`src/design/bsoc_pkg.sv`:
```
package bsoc_pkg;

    // Field widths of the channels.
    localparam int RAW_W   = 24;
    localparam int CAL_W   = 16;
    localparam int TOUT_W  = 15;
    localparam int POUT_W  = 17;

    // Internal datapath widths, sized from the worst case of every input.
    localparam int DT_W    = RAW_W + 1;       // raw minus reference, signed
    localparam int PRODC_W = 42;              // temperature difference times a coefficient
    localparam int DD_W    = 2 * DT_W;        // square of the temperature difference
    localparam int TEMP_W  = 20;              // first-order temperature
    localparam int T2_W    = 18;              // second-order temperature term
    localparam int TC_W    = 21;              // corrected temperature
    localparam int OFF_W   = 42;              // offset
    localparam int SENS_W  = 41;              // sensitivity
    localparam int SQ_W    = 36;              // squares of the temperature distances
    localparam int CORR_W  = 40;              // offset and sensitivity corrections
    localparam int PPL_W   = RAW_W + 20;      // low partial product
    localparam int PPH_W   = RAW_W + 1 + SENS_W - 20;  // high partial product
    localparam int PROD_W  = PPH_W + 20;      // full raw pressure times sensitivity
    localparam int X_W     = 45;              // scaled product minus offset
    localparam int P_W     = 30;              // pressure before saturation

    // Temperature thresholds and limits in 0.01 C.
    localparam int T_REF_C  = 2000;
    localparam int T_LOW_C  = -1500;
    localparam int TEMP_MIN = -4000;
    localparam int TEMP_MAX = 8500;

    // Pressure window and limits in 0.01 mbar.
    localparam int P_VALID_LO = 30000;
    localparam int P_VALID_HI = 125000;
    localparam int P_MAX      = 131071;

    // Pipeline depth and the width of a configuration register index.
    localparam int NUM_STAGES = 8;
    localparam int CFG_IDX_W  = 3;

    // Configuration register indexes.
    typedef enum logic [CFG_IDX_W-1:0] {
        CFG_PRESS_SENS = 3'd0,
        CFG_PRESS_OFF  = 3'd1,
        CFG_SENS_TC    = 3'd2,
        CFG_OFF_TC     = 3'd3,
        CFG_TEMP_REF   = 3'd4,
        CFG_TEMP_TC    = 3'd5
    } t_cfg_index;

    // Input word.
    typedef struct packed {
        logic [RAW_W-1:0] raw_temperature;
        logic [RAW_W-1:0] raw_pressure;
    } t_in_item;

    // Output word.
    typedef struct packed {
        logic signed [TOUT_W-1:0] temperature_centi;
        logic [POUT_W-1:0]        pressure_centi;
        logic                     pressure_valid;
    } t_out_item;

    // Calibration words.
    typedef struct packed {
        logic [CAL_W-1:0] pressure_sensitivity_coeff;
        logic [CAL_W-1:0] pressure_offset_coeff;
        logic [CAL_W-1:0] sensitivity_temp_coeff;
        logic [CAL_W-1:0] offset_temp_coeff;
        logic [CAL_W-1:0] reference_temperature;
        logic [CAL_W-1:0] temperature_coeff;
    } t_cal;

    // First-order results handed to the second-order unit.
    typedef struct packed {
        logic [RAW_W-1:0]         d1;
        logic signed [TEMP_W-1:0] temp;
        logic [T2_W-1:0]          t2;
        logic signed [OFF_W-1:0]  off;
        logic signed [SENS_W-1:0] sens;
    } t_first;

    // Corrected values handed to the pressure unit.
    typedef struct packed {
        logic [RAW_W-1:0]         d1;
        logic signed [TC_W-1:0]   temp;
        logic signed [OFF_W-1:0]  off;
        logic signed [SENS_W-1:0] sens;
    } t_comp;

endpackage

```
`src/design/bsoc_second_order.sv`:
```
module bsoc_second_order
    import bsoc_pkg::*;
(
    input  logic       i_clk,
    input  logic [1:0] i_en,
    input  t_first     i_first,
    output t_comp      o_comp
);

    // Stage four: distances from the two thresholds and their squares.
    logic signed [TEMP_W-1:0]   w_a;
    logic signed [TEMP_W-1:0]   w_b;
    logic signed [2*TEMP_W-1:0] w_a_sq;
    logic signed [2*TEMP_W-1:0] w_b_sq;
    logic [SQ_W-1:0]            n_a2;
    logic [SQ_W-1:0]            n_b2;
    logic [SQ_W-1:0]            r_a2;
    logic [SQ_W-1:0]            r_b2;
    logic                       r_cold;
    logic                       r_very_cold;
    t_first                     r_first;

    assign w_a    = i_first.temp - TEMP_W'(T_REF_C);
    assign w_b    = i_first.temp - TEMP_W'(T_LOW_C);
    assign w_a_sq = w_a * w_a;
    assign w_b_sq = w_b * w_b;
    assign n_a2   = w_a_sq[SQ_W-1:0];
    assign n_b2   = w_b_sq[SQ_W-1:0];

    always_ff @(posedge i_clk) begin
        if (i_en[0]) begin
            r_a2        <= n_a2;
            r_b2        <= n_b2;
            r_cold      <= (i_first.temp < T_REF_C);
            r_very_cold <= (i_first.temp < T_LOW_C);
            r_first     <= i_first;
        end
    end

    // Stage five: build the corrections from shifts and adds and apply them.
    logic [CORR_W-1:0] w_a5;
    logic [CORR_W-1:0] w_b7;
    logic [CORR_W-1:0] w_b11;
    logic [CORR_W-1:0] w_off2;
    logic [CORR_W-1:0] w_sens2;
    logic [T2_W-1:0]   w_t2;
    t_comp             n_comp;
    t_comp             r_comp;

    always_comb begin
        w_a5  = CORR_W'({r_a2, 2'b00}) + CORR_W'(r_a2);
        w_b7  = CORR_W'({r_b2, 3'b000}) - CORR_W'(r_b2);
        w_b11 = CORR_W'({r_b2, 3'b000}) + CORR_W'({r_b2, 1'b0}) + CORR_W'(r_b2);

        w_off2  = '0;
        w_sens2 = '0;
        w_t2    = '0;
        if (r_cold) begin
            w_off2  = (w_a5 >> 1);
            w_sens2 = (w_a5 >> 2);
            w_t2    = r_first.t2;
            if (r_very_cold) begin
                w_off2  = w_off2 + w_b7;
                w_sens2 = w_sens2 + (w_b11 >> 1);
            end
        end

        n_comp.d1   = r_first.d1;
        n_comp.temp = TC_W'(r_first.temp) - $signed({3'b000, w_t2});
        n_comp.off  = r_first.off - $signed({2'b00, w_off2});
        n_comp.sens = r_first.sens - $signed({1'b0, w_sens2});
    end

    always_ff @(posedge i_clk) begin
        if (i_en[1]) begin
            r_comp <= n_comp;
        end
    end

    assign o_comp = r_comp;

endmodule

```
`config.mk`:
```
export PLATFORM = sky130hd
export DESIGN_NAME = bsoc_second_order
export DESIGN_NICKNAME = d
export VERILOG_FILES = /design/src/design/bsoc_pkg.sv /design/src/design/bsoc_second_order.sv
export SDC_FILE = /design/constraint.sdc
export NUM_CORES = 2
export LEC_CHECK = 0
export ABC_AREA = 0
export BUFFER_PORTS_ARGS = -buffer_cell sky130_fd_sc_hd__buf_2
export CORE_ASPECT_RATIO = 1.75
export CORE_MARGIN = 3
export CORE_UTILIZATION = 40
export DETAILED_ROUTE_END_ITERATION = 12
export GPL_TIMING_DRIVEN = 0
export PLACE_DENSITY = 0.56
export SYNTH_ARGS = -nofsm -noshare
export SYNTH_HDL_FRONTEND = slang
export SYNTH_SLANG_ARGS = --single-unit
```
`constraint.sdc`:
```
create_clock -name i_clk -period 20.6 [get_ports i_clk]
set_input_delay 1.03 -clock i_clk [delete_from_list [all_inputs] [get_ports i_clk]]
set_output_delay 1.03 -clock i_clk [all_outputs]
set_load 0.01 [all_outputs]
```
==> out/results.ini <==
[clock_tree]
cts_max_path_buffers=3
cts_resized=0
clk_pin_slew_ps=60
clockRootBuffer=clkbuf_16
clock_sinks=342
cts_tree=built
htree_levels=2
post_cts_buffers=0
hold_buffers=0
cts_inserted_buffers=37
insertion_delay_ps=600

[routing]
wl_um=148000
first_iter_violations=1831
wire_per_inst_um=21.1
first_pass_iters=5
routed_via_density=5.20
drc=0
postRouteAntennaNets=0
vias=36600

[die]
die_area_um2=129000
die_h_um=472
rows=170
dieWidth_um=272
pin_count=276
fp.coreArea_um2=123000
start_util=0.404

[synthesis]
yosys.area.top_type_share=0.313
syn_nets=6428
ys_ff_latch=342
synth_edf_count=342
synth_area_leaders=fa_1 (31%), edfxtp_1 (21%), ha_1 (11%)
yosysSeqAreaShare=0.207
ys_types=87
synth_ff_type=edfxtp_1
async_flop_share=0
syn_avg_cell_area_um2=9.82
syn-cell-area_um2=49700
syn_inst=5057
synth_top_area_cell=fa_1
ys_warn_count=0

[final_layout]
final_cell_mix=inv_1 (1043), fa_1 (776), ha_1 (447)
final_core_util=0.443
fin_nets=6747
final_area_um2=54400
layout-drive-gt1-share=0.0696
layout_commonest_cell=inv_1
area.growth.synth_to_final_pct=9.65

[worst_hold_path]
hold_class=reg2reg
holdPathStages=0
min_to=o_comp[124]$_DFFE_PP_
hp-start=n_comp[124]$_DFFE_PP_

[timing]
hold_viol_final=0
rsz0062_at_grt=no
finalMaxSlewViolations=0
fin_setup_tns_ps=0
finClkSkew_ps=32.8
setup_viol=0
post-route-worst-setup-slack_ps=8240
slew_headroom=0.0570
layout_min_cycle_time_ps=12360
max_freq_mhz=80.9
worst_slew_pin_slew_ps=1400
post-route-period-util=0.600

[placed_design]
port_buffers=275
place_ws_ps=7880
place_area_um2=53200
gp_congestion=0.938
hpwl_um=127000

[global_routing]
grt_first_pass_wirelength_um=227000
antenna_found_initial=12
overflow=0
grt.total_usage=0.234
grt_max_degree=107
grt_pass1_vias=40600

[setup_path]
worstSetupEndpointType=flop
critical_path_required_ps=20960
crit_path_max_incr_delay_ps=1050
r2r_end=o_comp[81]$_DFFE_PP_
cp_max_fo=13
r2r_cells=36
timing.reg2reg.setup_slack_ps=10930
arrival_ps=12720
criticalPathCategory=in2reg
slowest_stage=xnor2_1
regToRegStartpoint=r_a2[2]$_DFFE_PP_
cp-start-kind=input port
timing.critical_path.mode_cell=fa_1

[run_status]
status=complete, no violations

[flow_run]
drv_cap=0

==> through the flow <==
stage	hold WS (ps)	instances
2_1_floorplan	400	5057
3_3_place_gp	402	6966
3_5_place_dp	407	6970
4_1_cts	421	7035
5_1_grt	425	7037
6_report	421	7043
==> registers in the layout (all words and copies together) (netlist names) <==
register	flops
r_first	120
r_cold	1
r_a2	35
r_b2	33
r_very_cold	1
o_comp	128
n_comp	24
==> kinds of logic (layout without fill, tap and decap cells) <==
group / after synthesis / in the layout / share of synthesized area
adders and majority gates: 1223 / 1223 / 0.426
buffers and inverters: 1145 / 1490 / 0.0866
and+or+nand+nor: 1082 / 1082 / 0.0998
AOI/OAI and AO/OA: 919 / 919 / 0.120
DFF: 342 / 342 / 0.207
xor gates and xnor gates: 337 / 337 / 0.0596
muxes: 8 / 8 / 0.00166
other: 1 / 8 / 0.0000755
==> cell type report <==
cell class / instances / area, um2
Fill cell: 12100 / 68500
Multi-Input combinational cell: 3570 / 35100
Sequential cell: 342 / 10300
Inverter: 1051 / 3950
Tap cell: 1634 / 2040
Timing Repair Buffer: 280 / 1490
Clock buffer: 44 / 973
Buffer: 94 / 355
Clock inverter: 21 / 251
Antenna cell: 7 / 17.5
==> synthesized netlist by cell type (8+ instances only) <==
| master | count |
|---|---|
| buf_1 | 11 |
| edfxtp_1 | 342 |
| inv_1 | 1043 |
| xnor2_1 | 227 |
| o31ai_1 | 10 |
| a2111oi_0 | 9 |
| nor2b_1 | 46 |
| a21oi_1 | 265 |
| and2_1 | 77 |
| nor4_1 | 8 |
| ha_1 | 447 |
| a21boi_0 | 10 |
| and3_1 | 28 |
| fa_1 | 776 |
| o21ai_0 | 154 |
| or3_1 | 15 |
| o21a_1 | 47 |
| a41oi_1 | 8 |
| nor3_1 | 43 |
| a22oi_1 | 11 |
| o211ai_1 | 23 |
| o21bai_1 | 36 |
| a31oi_1 | 27 |
| nand4_1 | 23 |
| nand2b_1 | 50 |
| o21ai_1 | 30 |
| nand2_1 | 379 |
| clkbuf_1 | 82 |
| nor2_1 | 323 |
| xor2_1 | 109 |
| a31o_2 | 9 |
| a21o_1 | 169 |
| a211oi_1 | 32 |
| nand3_1 | 54 |
==> routing by layer <==
| layer | global-route usage | vias to the layer above | wire length [um] |
|---|---|---|---|
| li1 | - | 17000 | - |
| met1 | 0.235 | 18100 | 51100 |
| met2 | 0.450 | 1046 | 79300 |
| met3 | 0.0249 | 438 | 6310 |
| met4 | 0.152 | 2 | 11700 |
| met5 | 0 | - | 14 |
==> worst max path at each step <==
stage / from / to
CTS: i_first[105] / r_a2[35]$_DFFE_PP_
finish: i_first[103] / r_b2[35]$_DFFE_PP_
global route: i_first[103] / r_b2[35]$_DFFE_PP_
global placement: i_first[105] / r_a2[35]$_DFFE_PP_
floorplan: i_first[103] / r_b2[32]$_DFFE_PP_
detailed placement: i_first[103] / r_b2[35]$_DFFE_PP_
==> critical path: cells and delay by family <==
family / cells / cell delay [ps]
AO/OA/AOI/OAI: 10 / 2960
XOR/XNOR: 2 / 1280
adder cells (fa/ha/maj): 9 / 4200
buffers and inverters: 9 / 2460
AND/OR/NAND/NOR: 4 / 740
Power is not shown: default switching activity piles up to over one toggle a cycle in this logic, so the estimate is an artifact.
