File: src/design/bsoc_pkg.sv
package bsoc_pkg;

    // Field widths of the channels.
    localparam int RAW_W   = 24;
    localparam int CAL_W   = 16;
    localparam int TOUT_W  = 15;
    localparam int POUT_W  = 17;

    // Internal datapath widths, sized from the worst case of every input.
    localparam int DT_W    = RAW_W + 1;       // raw minus reference, signed
    localparam int PRODC_W = 42;              // temperature difference times a coefficient
    localparam int DD_W    = 2 * DT_W;        // square of the temperature difference
    localparam int TEMP_W  = 20;              // first-order temperature
    localparam int T2_W    = 18;              // second-order temperature term
    localparam int TC_W    = 21;              // corrected temperature
    localparam int OFF_W   = 42;              // offset
    localparam int SENS_W  = 41;              // sensitivity
    localparam int SQ_W    = 36;              // squares of the temperature distances
    localparam int CORR_W  = 40;              // offset and sensitivity corrections
    localparam int PPL_W   = RAW_W + 20;      // low partial product
    localparam int PPH_W   = RAW_W + 1 + SENS_W - 20;  // high partial product
    localparam int PROD_W  = PPH_W + 20;      // full raw pressure times sensitivity
    localparam int X_W     = 45;              // scaled product minus offset
    localparam int P_W     = 30;              // pressure before saturation

    // Temperature thresholds and limits in 0.01 C.
    localparam int T_REF_C  = 2000;
    localparam int T_LOW_C  = -1500;
    localparam int TEMP_MIN = -4000;
    localparam int TEMP_MAX = 8500;

    // Pressure window and limits in 0.01 mbar.
    localparam int P_VALID_LO = 30000;
    localparam int P_VALID_HI = 125000;
    localparam int P_MAX      = 131071;

    // Pipeline depth and the width of a configuration register index.
    localparam int NUM_STAGES = 8;
    localparam int CFG_IDX_W  = 3;

    // Configuration register indexes.
    typedef enum logic [CFG_IDX_W-1:0] {
        CFG_PRESS_SENS = 3'd0,
        CFG_PRESS_OFF  = 3'd1,
        CFG_SENS_TC    = 3'd2,
        CFG_OFF_TC     = 3'd3,
        CFG_TEMP_REF   = 3'd4,
        CFG_TEMP_TC    = 3'd5
    } t_cfg_index;

    // Input word.
    typedef struct packed {
        logic [RAW_W-1:0] raw_temperature;
        logic [RAW_W-1:0] raw_pressure;
    } t_in_item;

    // Output word.
    typedef struct packed {
        logic signed [TOUT_W-1:0] temperature_centi;
        logic [POUT_W-1:0]        pressure_centi;
        logic                     pressure_valid;
    } t_out_item;

    // Calibration words.
    typedef struct packed {
        logic [CAL_W-1:0] pressure_sensitivity_coeff;
        logic [CAL_W-1:0] pressure_offset_coeff;
        logic [CAL_W-1:0] sensitivity_temp_coeff;
        logic [CAL_W-1:0] offset_temp_coeff;
        logic [CAL_W-1:0] reference_temperature;
        logic [CAL_W-1:0] temperature_coeff;
    } t_cal;

    // First-order results handed to the second-order unit.
    typedef struct packed {
        logic [RAW_W-1:0]         d1;
        logic signed [TEMP_W-1:0] temp;
        logic [T2_W-1:0]          t2;
        logic signed [OFF_W-1:0]  off;
        logic signed [SENS_W-1:0] sens;
    } t_first;

    // Corrected values handed to the pressure unit.
    typedef struct packed {
        logic [RAW_W-1:0]         d1;
        logic signed [TC_W-1:0]   temp;
        logic signed [OFF_W-1:0]  off;
        logic signed [SENS_W-1:0] sens;
    } t_comp;

endpackage

File: src/design/bsoc_pressure.sv
module bsoc_pressure
    import bsoc_pkg::*;
(
    input  logic       i_clk,
    input  logic [2:0] i_en,
    input  t_comp      i_comp,
    output t_out_item  o_item
);

    // Stage six: raw pressure times the sensitivity, in two partial products.
    logic [PPL_W-1:0]         n_pp_lo;
    logic signed [PPH_W-1:0]  n_pp_hi;
    logic [PPL_W-1:0]         r_pp_lo;
    logic signed [PPH_W-1:0]  r_pp_hi;
    logic signed [TC_W-1:0]   r_temp_s6;
    logic signed [OFF_W-1:0]  r_off_s6;

    assign n_pp_lo = i_comp.d1 * i_comp.sens[19:0];
    assign n_pp_hi = $signed({1'b0, i_comp.d1}) * $signed(i_comp.sens[SENS_W-1:20]);

    always_ff @(posedge i_clk) begin
        if (i_en[0]) begin
            r_pp_lo   <= n_pp_lo;
            r_pp_hi   <= n_pp_hi;
            r_temp_s6 <= i_comp.temp;
            r_off_s6  <= i_comp.off;
        end
    end

    // Stage seven: combine the partial products.
    logic signed [PROD_W-1:0] n_prod;
    logic signed [PROD_W-1:0] r_prod;
    logic signed [TC_W-1:0]   r_temp_s7;
    logic signed [OFF_W-1:0]  r_off_s7;

    assign n_prod = $signed({r_pp_hi, 20'd0})
                  + $signed({{(PROD_W-PPL_W){1'b0}}, r_pp_lo});

    always_ff @(posedge i_clk) begin
        if (i_en[1]) begin
            r_prod    <= n_prod;
            r_temp_s7 <= r_temp_s6;
            r_off_s7  <= r_off_s6;
        end
    end

    // Stage eight: remove the offset, scale, check the window and saturate.
    logic signed [X_W-1:0] w_x;
    logic signed [P_W-1:0] w_p;
    t_out_item             n_item;
    t_out_item             r_item;

    assign w_x = X_W'((r_prod >>> 21) - r_off_s7);
    assign w_p = P_W'(w_x >>> 15);

    always_comb begin
        n_item.pressure_valid = (w_p > P_VALID_LO) && (w_p < P_VALID_HI);

        if (w_p < 0) begin
            n_item.pressure_centi = '0;
        end else if (w_p > P_MAX) begin
            n_item.pressure_centi = POUT_W'(P_MAX);
        end else begin
            n_item.pressure_centi = w_p[POUT_W-1:0];
        end

        if (r_temp_s7 < TEMP_MIN) begin
            n_item.temperature_centi = TOUT_W'(TEMP_MIN);
        end else if (r_temp_s7 > TEMP_MAX) begin
            n_item.temperature_centi = TOUT_W'(TEMP_MAX);
        end else begin
            n_item.temperature_centi = r_temp_s7[TOUT_W-1:0];
        end
    end

    always_ff @(posedge i_clk) begin
        if (i_en[2]) begin
            r_item <= n_item;
        end
    end

    assign o_item = r_item;

endmodule

File: config.mk
export PLATFORM = sky130hd
export DESIGN_NAME = bsoc_pressure
export DESIGN_NICKNAME = d
export VERILOG_FILES = /design/src/design/bsoc_pkg.sv /design/src/design/bsoc_pressure.sv
export SDC_FILE = /design/constraint.sdc
export NUM_CORES = 2
export LEC_CHECK = 0
export BUFFER_PORTS_ARGS = -buffer_cell sky130_fd_sc_hd__clkbuf_2
export CAP_MARGIN = 10
export CORE_MARGIN = 8
export CORE_UTILIZATION = 40
export CTS_CLUSTER_SIZE = 20
export DETAILED_ROUTE_END_ITERATION = 7
export GPL_TIMING_DRIVEN = 0
export HOLD_SLACK_MARGIN = 0.02
export PLACE_DENSITY = 0.64
export SLEW_MARGIN = 20
export SYNTH_ARGS = -nofsm -noshare
export SYNTH_HDL_FRONTEND = slang
export SYNTH_SLANG_ARGS = --single-unit
File: constraint.sdc
create_clock -name i_clk -period 18.6 [get_ports i_clk]
set_clock_uncertainty 0.2 [all_clocks]
set_input_delay 3.72 -clock i_clk [delete_from_list [all_inputs] [get_ports i_clk]]
set_output_delay 3.72 -clock i_clk [all_outputs]
set_load 0.01 [all_outputs]
==> reports/qor.csv <==
stage,metric,value,unit
run_status,status,finished clean,
placement,GP Congestion,0.978,
sta,RSZ-0062 raised after global routing,no,
route,DR vias/cell,5.17,
clock_network,clock-pin slew on the worst setup and hold paths,0.06,ns
yosys,register area share after synthesis,18.7,%
yosys,synthesized area,44100,sq um
yosys,async set-reset flop share out of synthesis,0,%
yosys,"Top FF cell, synth",edfxtp_1,
yosys,"top cells by area, synth","fa_1 37%, edfxtp_1 19%, ha_1 11%",
yosys,Ys Warns,0,
clock_network,largest buffer count on any clock path,3,
cells_and_area,Fill cells,10600,
die,DIE AREA,121000,sq um
hold_path,Hold Path Class,reg2reg,
clock_network,# clock sinks,274,
global_routing,GRT Residual Overflow,0,
clock_network,Resized Gates After CTS,0,
yosys,top-count cell post-synth,inv_1,
yosys,"EDFF count, synth",274,
placement,PortBufs,164,
worst_setup_path,"critical path fanouts, max",10,
route,DRT Pass-1 Iters,6,
sta,# setup viols final,0,
route,via count,32100,
sta,Final Hold Viols,0,
placement,Post-DP HPWL,109,mm
yosys,Synth area leader,fa_1,
die,row cnt,121,
clock_network,"Clk Latency, worst-skew pair",0.55,ns
route,DRT iter0 DRCs,2520,
clock_network,postcts setup bufs,0,
sta,min Tclk post-route,13.23,ns
yosys,commonest cells in the netlist,"1017 x inv_1, 808 x fa_1, 630 x nand2_1",
sta,Worst slew margin,13.7,%
sta,Slew @ Worst Pin,1.29,ns
global_routing,global-route wire length before repair,201,mm
worst_setup_path,CP Class,in2reg,
yosys,Yosys top cell area share,36.7,%
route,drt total wl,133,mm
yosys,synth unique cells,75,
sta,Hold WS,0.218,ns
cells_and_area,Final #Nets,6049,
yosys,Post-Syn Area per Cell,9.77,sq um
worst_setup_path,required time worst endpoint,18.61,ns
sta,Peak Freq,75.6,MHz
clock_network,root buf cell,clkbuf_16,
global_routing,Global Route Usage Sum,21.8,%
route,Antenna Nets Post-Route,0,
cells_and_area,layout cells sized above 1,5.03,%
yosys,post-synthesis register bit count,274,
die,io pins,165,
clock_network,CTS Buf Count,26,
yosys,syn_nets,5855,
sta,post-route setup TNS,0,ns
die,core region area,109000,sq um
sta,"Slew Viols, Final",0,
clock_network,CTS Hold Buffers Added,0,
global_routing,initial antenna violation count,24,
route,Routed wire per std cell,21.3,microns
placement,placed instance area,46800,sq um
worst_setup_path,CP startpoint kind,input pin,
cells_and_area,Syn-to-layout area delta,8.44,%
die,Initial Utilization,40.4,%
worst_setup_path,critical path capture point type,flop,
die,Die W,348,microns
die,Die Y,348,microns
worst_setup_path,Worst Path Arrival,13.24,ns
sta,Final period util,71.2,%
sta,Setup WS post-layout,5.37,ns
clock_network,CTS tree,built,
cells_and_area,post-route cell area,47800,sq um
global_routing,vias in the first global route,33500,
route,# DRC,0,
placement,pre-CTS WS,5.08,ns
flow_run,total of max-cap violations,0,
global_routing,largest net degree at the start of global routing,95,
yosys,Mapped Cells,4514,
clock_network,H-tree levels,1,
==> flip-flops by register name (all words and copies together) (netlist names) <==
| name | cells |
|---|---|
| r_temp_s6 | 21 |
| r_prod | 45 |
| o_item | 33 |
| r_pp_lo | 24 |
| r_pp_hi | 46 |
| r_off_s6 | 42 |
| r_temp_s7 | 21 |
| r_off_s7 | 42 |
==> metal layers <==
layer / vias to the layer above / global-route usage [%] / wire length (microns)
met5: - / 0 / 138
met3: 353 / 6.60 / 14800
met4: 22 / 9.08 / 6720
met2: 1452 / 34.2 / 58400
met1: 16100 / 27.9 / 52600
li1: 14200 / - / -
==> final timing paths <==
path | from | to | slack [ns] | cells past startpoint
max reg2reg | r_prod[27]$_DFFE_PP_ | o_item[9]$_SDFFCE_PN0P_ | 13.98 | 13
max | i_comp[104] | r_pp_lo[38]$_DFFE_PP_ | 5.37 | 25
min reg2reg | r_off_s6[0]$_DFFE_PP_ | r_off_s7[0]$_DFFE_PP_ | 0.22 | 0
min | r_off_s6[0]$_DFFE_PP_ | r_off_s7[0]$_DFFE_PP_ | 0.22 | 0
==> per-stage QoR <==
stage / utilization [%] / instances
2_1_floorplan: - / 4514
3_3_place_gp: 42.8 / 6154
3_5_place_dp: 42.9 / 6156
4_1_cts: 43.8 / 6204
5_1_grt: 43.8 / 6206
6_report: 43.8 / 6215
==> final cells by class <==
type	count	area, sq um	share of cell area [%]
clock buffer	30	687	1.44
buffer	189	719	1.51
multi-input combinational	3034	31300	65.5
clock inverter	18	263	0.550
inverter	1017	3820	7.99
antenna	11	27.5	0.0576
sequential	274	8230	17.2
tap	1476	1850	3.86
timing repair buffer	166	893	1.87
==> logic make-up after synthesis <==
kind of cell               Yosys count  synth area share (%)
AOI/OAI and AO/OA                  369                  5.55
xor gates and xnor gates           132                  2.62
adders and majority gates         1209                  48.1
buffers and inverters             1206                  10.3
DFF                                274                  18.7
muxes                                3                0.0681
and+or+nand+nor                   1321                  14.7
==> cells in the final DEF, fill, tap and decap left out, drive strengths merged, types with 83 or more instances in the layout <==
cell / netlist / final
a21oi: 126 / 126
and2: 434 / 434
clkbuf: 187 / 381
edfxtp: 274 / 274
fa: 808 / 808
ha: 401 / 401
inv: 1017 / 1021
nand2: 630 / 630
nor2: 83 / 83
xnor2: 94 / 94
==> worst max-delay path, cell delays in order <==
cell	delay [ns]
clkbuf_2	0.12
clkbuf_1	0.88
clkbuf_1	0.96
nand2_1	0.17
fa_1	0.54
fa_1	0.52
inv_1	0.06
fa_1	0.55
fa_1	0.46
fa_1	0.46
fa_1	0.50
inv_1	0.08
fa_1	0.49
inv_1	0.04
ha_1	0.31
a21oi_1	0.19
o311a_1	0.19
o21ai_0	0.15
a32o_1	0.37
o211ai_1	0.54
a21boi_0	0.24
o21a_1	0.27
o41ai_1	0.49
o21bai_1	0.15
xor2_1	0.76
Power is left out: the tool's default activity adds up to more than one toggle a clock period on the data nets, which glitch-free logic cannot reach.
