<file path="src/design/bsoc_pkg.sv">
package bsoc_pkg;

    // Field widths of the channels.
    localparam int RAW_W   = 24;
    localparam int CAL_W   = 16;
    localparam int TOUT_W  = 15;
    localparam int POUT_W  = 17;

    // Internal datapath widths, sized from the worst case of every input.
    localparam int DT_W    = RAW_W + 1;       // raw minus reference, signed
    localparam int PRODC_W = 42;              // temperature difference times a coefficient
    localparam int DD_W    = 2 * DT_W;        // square of the temperature difference
    localparam int TEMP_W  = 20;              // first-order temperature
    localparam int T2_W    = 18;              // second-order temperature term
    localparam int TC_W    = 21;              // corrected temperature
    localparam int OFF_W   = 42;              // offset
    localparam int SENS_W  = 41;              // sensitivity
    localparam int SQ_W    = 36;              // squares of the temperature distances
    localparam int CORR_W  = 40;              // offset and sensitivity corrections
    localparam int PPL_W   = RAW_W + 20;      // low partial product
    localparam int PPH_W   = RAW_W + 1 + SENS_W - 20;  // high partial product
    localparam int PROD_W  = PPH_W + 20;      // full raw pressure times sensitivity
    localparam int X_W     = 45;              // scaled product minus offset
    localparam int P_W     = 30;              // pressure before saturation

    // Temperature thresholds and limits in 0.01 C.
    localparam int T_REF_C  = 2000;
    localparam int T_LOW_C  = -1500;
    localparam int TEMP_MIN = -4000;
    localparam int TEMP_MAX = 8500;

    // Pressure window and limits in 0.01 mbar.
    localparam int P_VALID_LO = 30000;
    localparam int P_VALID_HI = 125000;
    localparam int P_MAX      = 131071;

    // Pipeline depth and the width of a configuration register index.
    localparam int NUM_STAGES = 8;
    localparam int CFG_IDX_W  = 3;

    // Configuration register indexes.
    typedef enum logic [CFG_IDX_W-1:0] {
        CFG_PRESS_SENS = 3'd0,
        CFG_PRESS_OFF  = 3'd1,
        CFG_SENS_TC    = 3'd2,
        CFG_OFF_TC     = 3'd3,
        CFG_TEMP_REF   = 3'd4,
        CFG_TEMP_TC    = 3'd5
    } t_cfg_index;

    // Input word.
    typedef struct packed {
        logic [RAW_W-1:0] raw_temperature;
        logic [RAW_W-1:0] raw_pressure;
    } t_in_item;

    // Output word.
    typedef struct packed {
        logic signed [TOUT_W-1:0] temperature_centi;
        logic [POUT_W-1:0]        pressure_centi;
        logic                     pressure_valid;
    } t_out_item;

    // Calibration words.
    typedef struct packed {
        logic [CAL_W-1:0] pressure_sensitivity_coeff;
        logic [CAL_W-1:0] pressure_offset_coeff;
        logic [CAL_W-1:0] sensitivity_temp_coeff;
        logic [CAL_W-1:0] offset_temp_coeff;
        logic [CAL_W-1:0] reference_temperature;
        logic [CAL_W-1:0] temperature_coeff;
    } t_cal;

    // First-order results handed to the second-order unit.
    typedef struct packed {
        logic [RAW_W-1:0]         d1;
        logic signed [TEMP_W-1:0] temp;
        logic [T2_W-1:0]          t2;
        logic signed [OFF_W-1:0]  off;
        logic signed [SENS_W-1:0] sens;
    } t_first;

    // Corrected values handed to the pressure unit.
    typedef struct packed {
        logic [RAW_W-1:0]         d1;
        logic signed [TC_W-1:0]   temp;
        logic signed [OFF_W-1:0]  off;
        logic signed [SENS_W-1:0] sens;
    } t_comp;

endpackage

</file>
<file path="src/design/bsoc_first_order.sv">
module bsoc_first_order
    import bsoc_pkg::*;
(
    input  logic       i_clk,
    input  logic [2:0] i_en,
    input  t_in_item   i_item,
    input  t_cal       i_cal,
    output t_first     o_first
);

    // Stage one: temperature difference against the reference.
    logic signed [DT_W-1:0] n_dt;
    logic signed [DT_W-1:0] r_dt;
    logic [RAW_W-1:0]       r_d1_s1;

    assign n_dt = $signed({1'b0, i_item.raw_temperature})
                - $signed({1'b0, i_cal.reference_temperature, 8'd0});

    always_ff @(posedge i_clk) begin
        if (i_en[0]) begin
            r_dt    <= n_dt;
            r_d1_s1 <= i_item.raw_pressure;
        end
    end

    // Stage two: the temperature difference times each coefficient and itself.
    logic signed [PRODC_W-1:0] n_prod_t;
    logic signed [PRODC_W-1:0] n_prod_o;
    logic signed [PRODC_W-1:0] n_prod_s;
    logic signed [DD_W-1:0]    n_dd;
    logic signed [PRODC_W-1:0] r_prod_t;
    logic signed [PRODC_W-1:0] r_prod_o;
    logic signed [PRODC_W-1:0] r_prod_s;
    logic signed [DD_W-1:0]    r_dd;
    logic [RAW_W-1:0]          r_d1_s2;

    assign n_prod_t = r_dt * $signed({1'b0, i_cal.temperature_coeff});
    assign n_prod_o = r_dt * $signed({1'b0, i_cal.offset_temp_coeff});
    assign n_prod_s = r_dt * $signed({1'b0, i_cal.sensitivity_temp_coeff});
    assign n_dd     = r_dt * r_dt;

    always_ff @(posedge i_clk) begin
        if (i_en[1]) begin
            r_prod_t <= n_prod_t;
            r_prod_o <= n_prod_o;
            r_prod_s <= n_prod_s;
            r_dd     <= n_dd;
            r_d1_s2  <= r_d1_s1;
        end
    end

    // Stage three: scale the products and add the reference terms.
    t_first n_first;
    t_first r_first;

    always_comb begin
        n_first.d1   = r_d1_s2;
        n_first.temp = TEMP_W'(T_REF_C) + TEMP_W'(r_prod_t >>> 23);
        n_first.off  = OFF_W'($signed({1'b0, i_cal.pressure_offset_coeff, 16'd0}))
                     + OFF_W'(r_prod_o >>> 7);
        n_first.sens = SENS_W'($signed({1'b0, i_cal.pressure_sensitivity_coeff, 15'd0}))
                     + SENS_W'(r_prod_s >>> 8);
        // The square is never negative, so the floor is a plain bit slice.
        n_first.t2   = r_dd[T2_W+30:31];
    end

    always_ff @(posedge i_clk) begin
        if (i_en[2]) begin
            r_first <= n_first;
        end
    end

    assign o_first = r_first;

endmodule

</file>
<file path="config.mk">
export PLATFORM = sky130hd
export DESIGN_NAME = bsoc_first_order
export DESIGN_NICKNAME = d
export VERILOG_FILES = /design/src/design/bsoc_pkg.sv /design/src/design/bsoc_first_order.sv
export SDC_FILE = /design/constraint.sdc
export NUM_CORES = 2
export LEC_CHECK = 0
export ABC_AREA = 1
export BUFFER_PORTS_ARGS = -buffer_cell sky130_fd_sc_hd__buf_2
export CORE_ASPECT_RATIO = 1.1
export CORE_MARGIN = 10
export CORE_UTILIZATION = 60
export CTS_BUF_LIST = sky130_fd_sc_hd__clkbuf_8
export DETAILED_ROUTE_END_ITERATION = 10
export PLACE_DENSITY = 0.75
export SYNTH_ARGS = -nofsm -noshare
export SYNTH_HDL_FRONTEND = slang
export SYNTH_SLANG_ARGS = --single-unit
</file>
<file path="constraint.sdc">
create_clock -name i_clk -period 8.3 [get_ports i_clk]
set_input_delay 1.245 -clock i_clk [delete_from_list [all_inputs] [get_ports i_clk]]
set_output_delay 1.245 -clock i_clk [all_outputs]
set_load 0.1 [all_outputs]
</file>
==> metrics.md <==
| Metric | Value |
|---|---|
| Critical Path RT | `8.82 ns` |
| Post-synth EDFFs | `312` |
| Ys Warns | `0` |
| Synth Register Bits | `312` |
| Wirelength per Cell | `17.7 um` |
| CP Class | `flop to flop` |
| GP Congestion | `0.966` |
| Ys flop type | `edfxtp_1` |
| CTS tree | `built` |
| Initial cell density of the core | `0.606` |
| Post_cts resized | `0` |
| Leading cell type in the layout, fill and taps excluded | `inv_1` |
| Total GRT Usage | `0.280` |
| Fin Clk Skew | `0.0618 ns` |
| CP max stage cell | `fa_1` |
| CORE AREA | `131000 um^2` |
| R2r worst-path depth | `21` |
| CP arrival | `7.83 ns` |
| H-tree Lvls | `2` |
| TritonCTS Buffers | `57` |
| Die height | `401 um` |
| Unique masters post-synth | `50` |
| Vias in the first global route | `65600` |
| Syn_nets | `11900` |
| Area Overhead vs Synth | `5.13%` |
| Die width | `366 um` |
| Slowest stage delay, CP | `0.92 ns` |
| DR vias | `59400` |
| Max_slew headroom | `0.232` |
| Initial antenna violation count | `6` |
| Setup bufs post-CTS | `0` |
| FP Rows | `139` |
| Max Buffers Root-to-Sink | `3` |
| Gr ovfl total | `0` |
| IO Port Bufs | `292` |
| DRC viols | `0` |
| Final hold vios | `0` |
| Most used cell, CP | `fa_1` |
| RSZ-0062 raised after global routing | `no` |
| Worst-Skew Late Latency | `0.78 ns` |
| # IOs | `293` |
| Least-Margin Pin Slew | `1.15 ns` |
| Syn Inst Count | `9446` |
| Detail Route Antenna Nets | `0` |
| Crit path cell chain | `nand2_1 > inv_1 > fa_1 > fa_1 > inv_1 > fa_1 > inv_1 > fa_1 > fa_1 > fa_1 > fa_1 > ha_1 > nand2_1 > inv_1 > nand2_1 > nor2_1 > nand2_1 > nor3_1 > nand2_1 > nand4_1 > nand2_1` |
| Share of cells above drive strength 1 | `0.0599` |
| Global-route wire length before repair | `335 mm` |
| Fmax | `137 MHz` |
| Vias/cell | `5.25` |
| Post-Syn Area per Cell | `8.39 um^2` |
| Setup violators final | `0` |
| Sequential share of the synthesized area | `0.118` |
| Crit path launch type | `flop` |
| Fin crit period | `7.31 ns` |
| Critical path depth | `21` |
| Die ar. | `147000 um^2` |
| Async SR Flop Fraction | `0` |
| CP top delay family | `adder cells` |
| TritonRoute pass-1 iters | `6` |
| Final HPWL DP | `165 mm` |
| Nets | `11900` |
| Setup tns final | `0 ns` |
| Ratio of final minimum period to clock period | `0.880` |
| Hold/Removal Path Class | `flop to flop` |
| Clk slew on worst S/H paths | `0.06 ns` |
| Max-cap violation count | `0` |
| Commonest non-fill, non-tap cells in the layout | `2926 x inv_1, 2257 x nand2_1, 1767 x fa_1` |
| Synthesized area | `79200 um^2` |
| Largest net degree at the start of global routing | `74` |
| Max Slew Vio Count | `0` |
| Run status | `finished clean` |
| Clock Sinks | `312` |
| Worst-path maximum fanout | `12` |
| Crit path buf inv count | `4` |
| Hold depth | `0` |
| # hold bufs at CTS | `0` |
| Initial detailed-routing violation count | `4366` |
| CP endpoint kind | `flop` |
| CTS Root Cell | `clkbuf_8` |
| Final wirelength | `200 mm` |
-- path summary, 6_finish.rpt --
kind | end | startpoint | slack (ns)
setup reg to reg | r_dd[43] | r_dt[24] | 0.99
setup / recovery | r_dd[43] | r_dt[24] | 0.99
hold reg to reg | r_d1_s2[16] | r_d1_s1[16] | 0.41
hold / removal | r_d1_s2[16] | r_d1_s1[16] | 0.41
-- sequential cells by signal, summed over array words and instances, names as in the netlist --
register / cells
r_prod_s: 34
r_d1_s2: 24
r_prod_o: 35
o_first: 133
r_prod_t: 19
r_dt: 25
r_dd: 18
r_d1_s1: 24
-- area by class of cell --
cell class	instances	area, um^2
Sequential cell	312	9370
Clock inverter	43	392
Inverter	2934	11000
Clock buffer	57	785
Multi-Input combinational cell	5847	57500
Timing Repair Buffer	363	2060
Antenna cell	2	5.00
Tap cell	1762	2200
Fill cell	11200	47500
-- worst register-to-register path, cell delays in order (launching register included) --
cell and delay, ns:
edfxtp_1 0.61, nand2_1 0.23, inv_1 0.10, fa_1 0.65, fa_1 0.67, inv_1 0.21
fa_1 0.92, inv_1 0.25, fa_1 0.53, fa_1 0.58, fa_1 0.44, fa_1 0.44
ha_1 0.37, nand2_1 0.07, inv_1 0.14, nand2_1 0.12, nor2_1 0.20, nand2_1 0.11
nor3_1 0.14, nand2_1 0.12, nand4_1 0.10, nand2_1 0.06
-- per-stage QoR --
stage          instance area [um^2]  worst slack (ns)  hold WS (ns)  utilization  cells
2_1_floorplan                 79200              1.62         0.400            -   9446
3_3_place_gp                  82100              1.17         0.401        0.628  11200
3_5_place_dp                  82100             0.991         0.405        0.628  11200
4_1_cts                       83300             0.945         0.411        0.637  11300
5_1_grt                       83300             0.601         0.415        0.637  11300
6_report                      83300             0.993         0.409        0.637  11300
-- cell families (layout without fill, tap and decap cells) --
family | Yosys count | in the layout | synth area share
AO/OA/AOI/OAI | 497 | 497 | 0.0352
XOR/XNOR | 145 | 145 | 0.0160
adder cells (fa/ha/maj) | 2269 | 2269 | 0.526
buffers and inverters | 3287 | 3397 | 0.156
flip-flops | 312 | 312 | 0.118
other | 0 | 2 | 0
AND/OR/NAND/NOR | 2936 | 2936 | 0.148
-- metal layers --
| layer | vias up | routed length (um) | GRT usage |
|---|---|---|---|
| li1 | 27000 | - | - |
| met1 | 29700 | 79700 | 0.363 |
| met2 | 2264 | 98900 | 0.483 |
| met3 | 464 | 14500 | 0.0432 |
| met4 | 4 | 7020 | 0.0905 |
| met5 | - | 21 | 0 |
-- synthesized netlist by cell type (2+ instances only) --
cell type / instances / area, um^2
o21ai_1: 25 / 125
inv_2: 18 / 67.6
edfxtp_1: 312 / 9370
nor2_1: 330 / 1240
nand3b_1: 7 / 52.6
o21ai_2: 5 / 43.8
buf_2: 3 / 15.0
a21boi_1: 3 / 22.5
o211ai_1: 3 / 22.5
nor3_1: 40 / 200
a21boi_0: 7 / 52.6
o21ai_0: 124 / 621
nand3_1: 144 / 721
ha_1: 502 / 6280
buf_1: 32 / 120
a21oi_2: 5 / 43.8
o21a_1: 7 / 52.6
nor2_2: 37 / 231
a21o_1: 19 / 143
nand2_2: 33 / 206
nand2_4: 3 / 33.8
a31oi_1: 13 / 81.3
or2_2: 8 / 50.1
xnor2_1: 45 / 394
and3_1: 7 / 43.8
inv_1: 2916 / 10900
and2_1: 3 / 18.8
buf_4: 13 / 97.6
o31ai_2: 2 / 25.0
nand2_1: 2257 / 8470
a21oi_1: 243 / 1220
nor4_1: 4 / 25.0
xor2_1: 100 / 876
nor3_2: 8 / 80.1
o21bai_1: 31 / 233
clkbuf_1: 305 / 1140
nor2_4: 4 / 45.0
fa_1: 1767 / 35400
nand4_1: 50 / 313
Power is not shown: default switching activity piles up to over one toggle a cycle in this logic, so the estimate is an artifact.
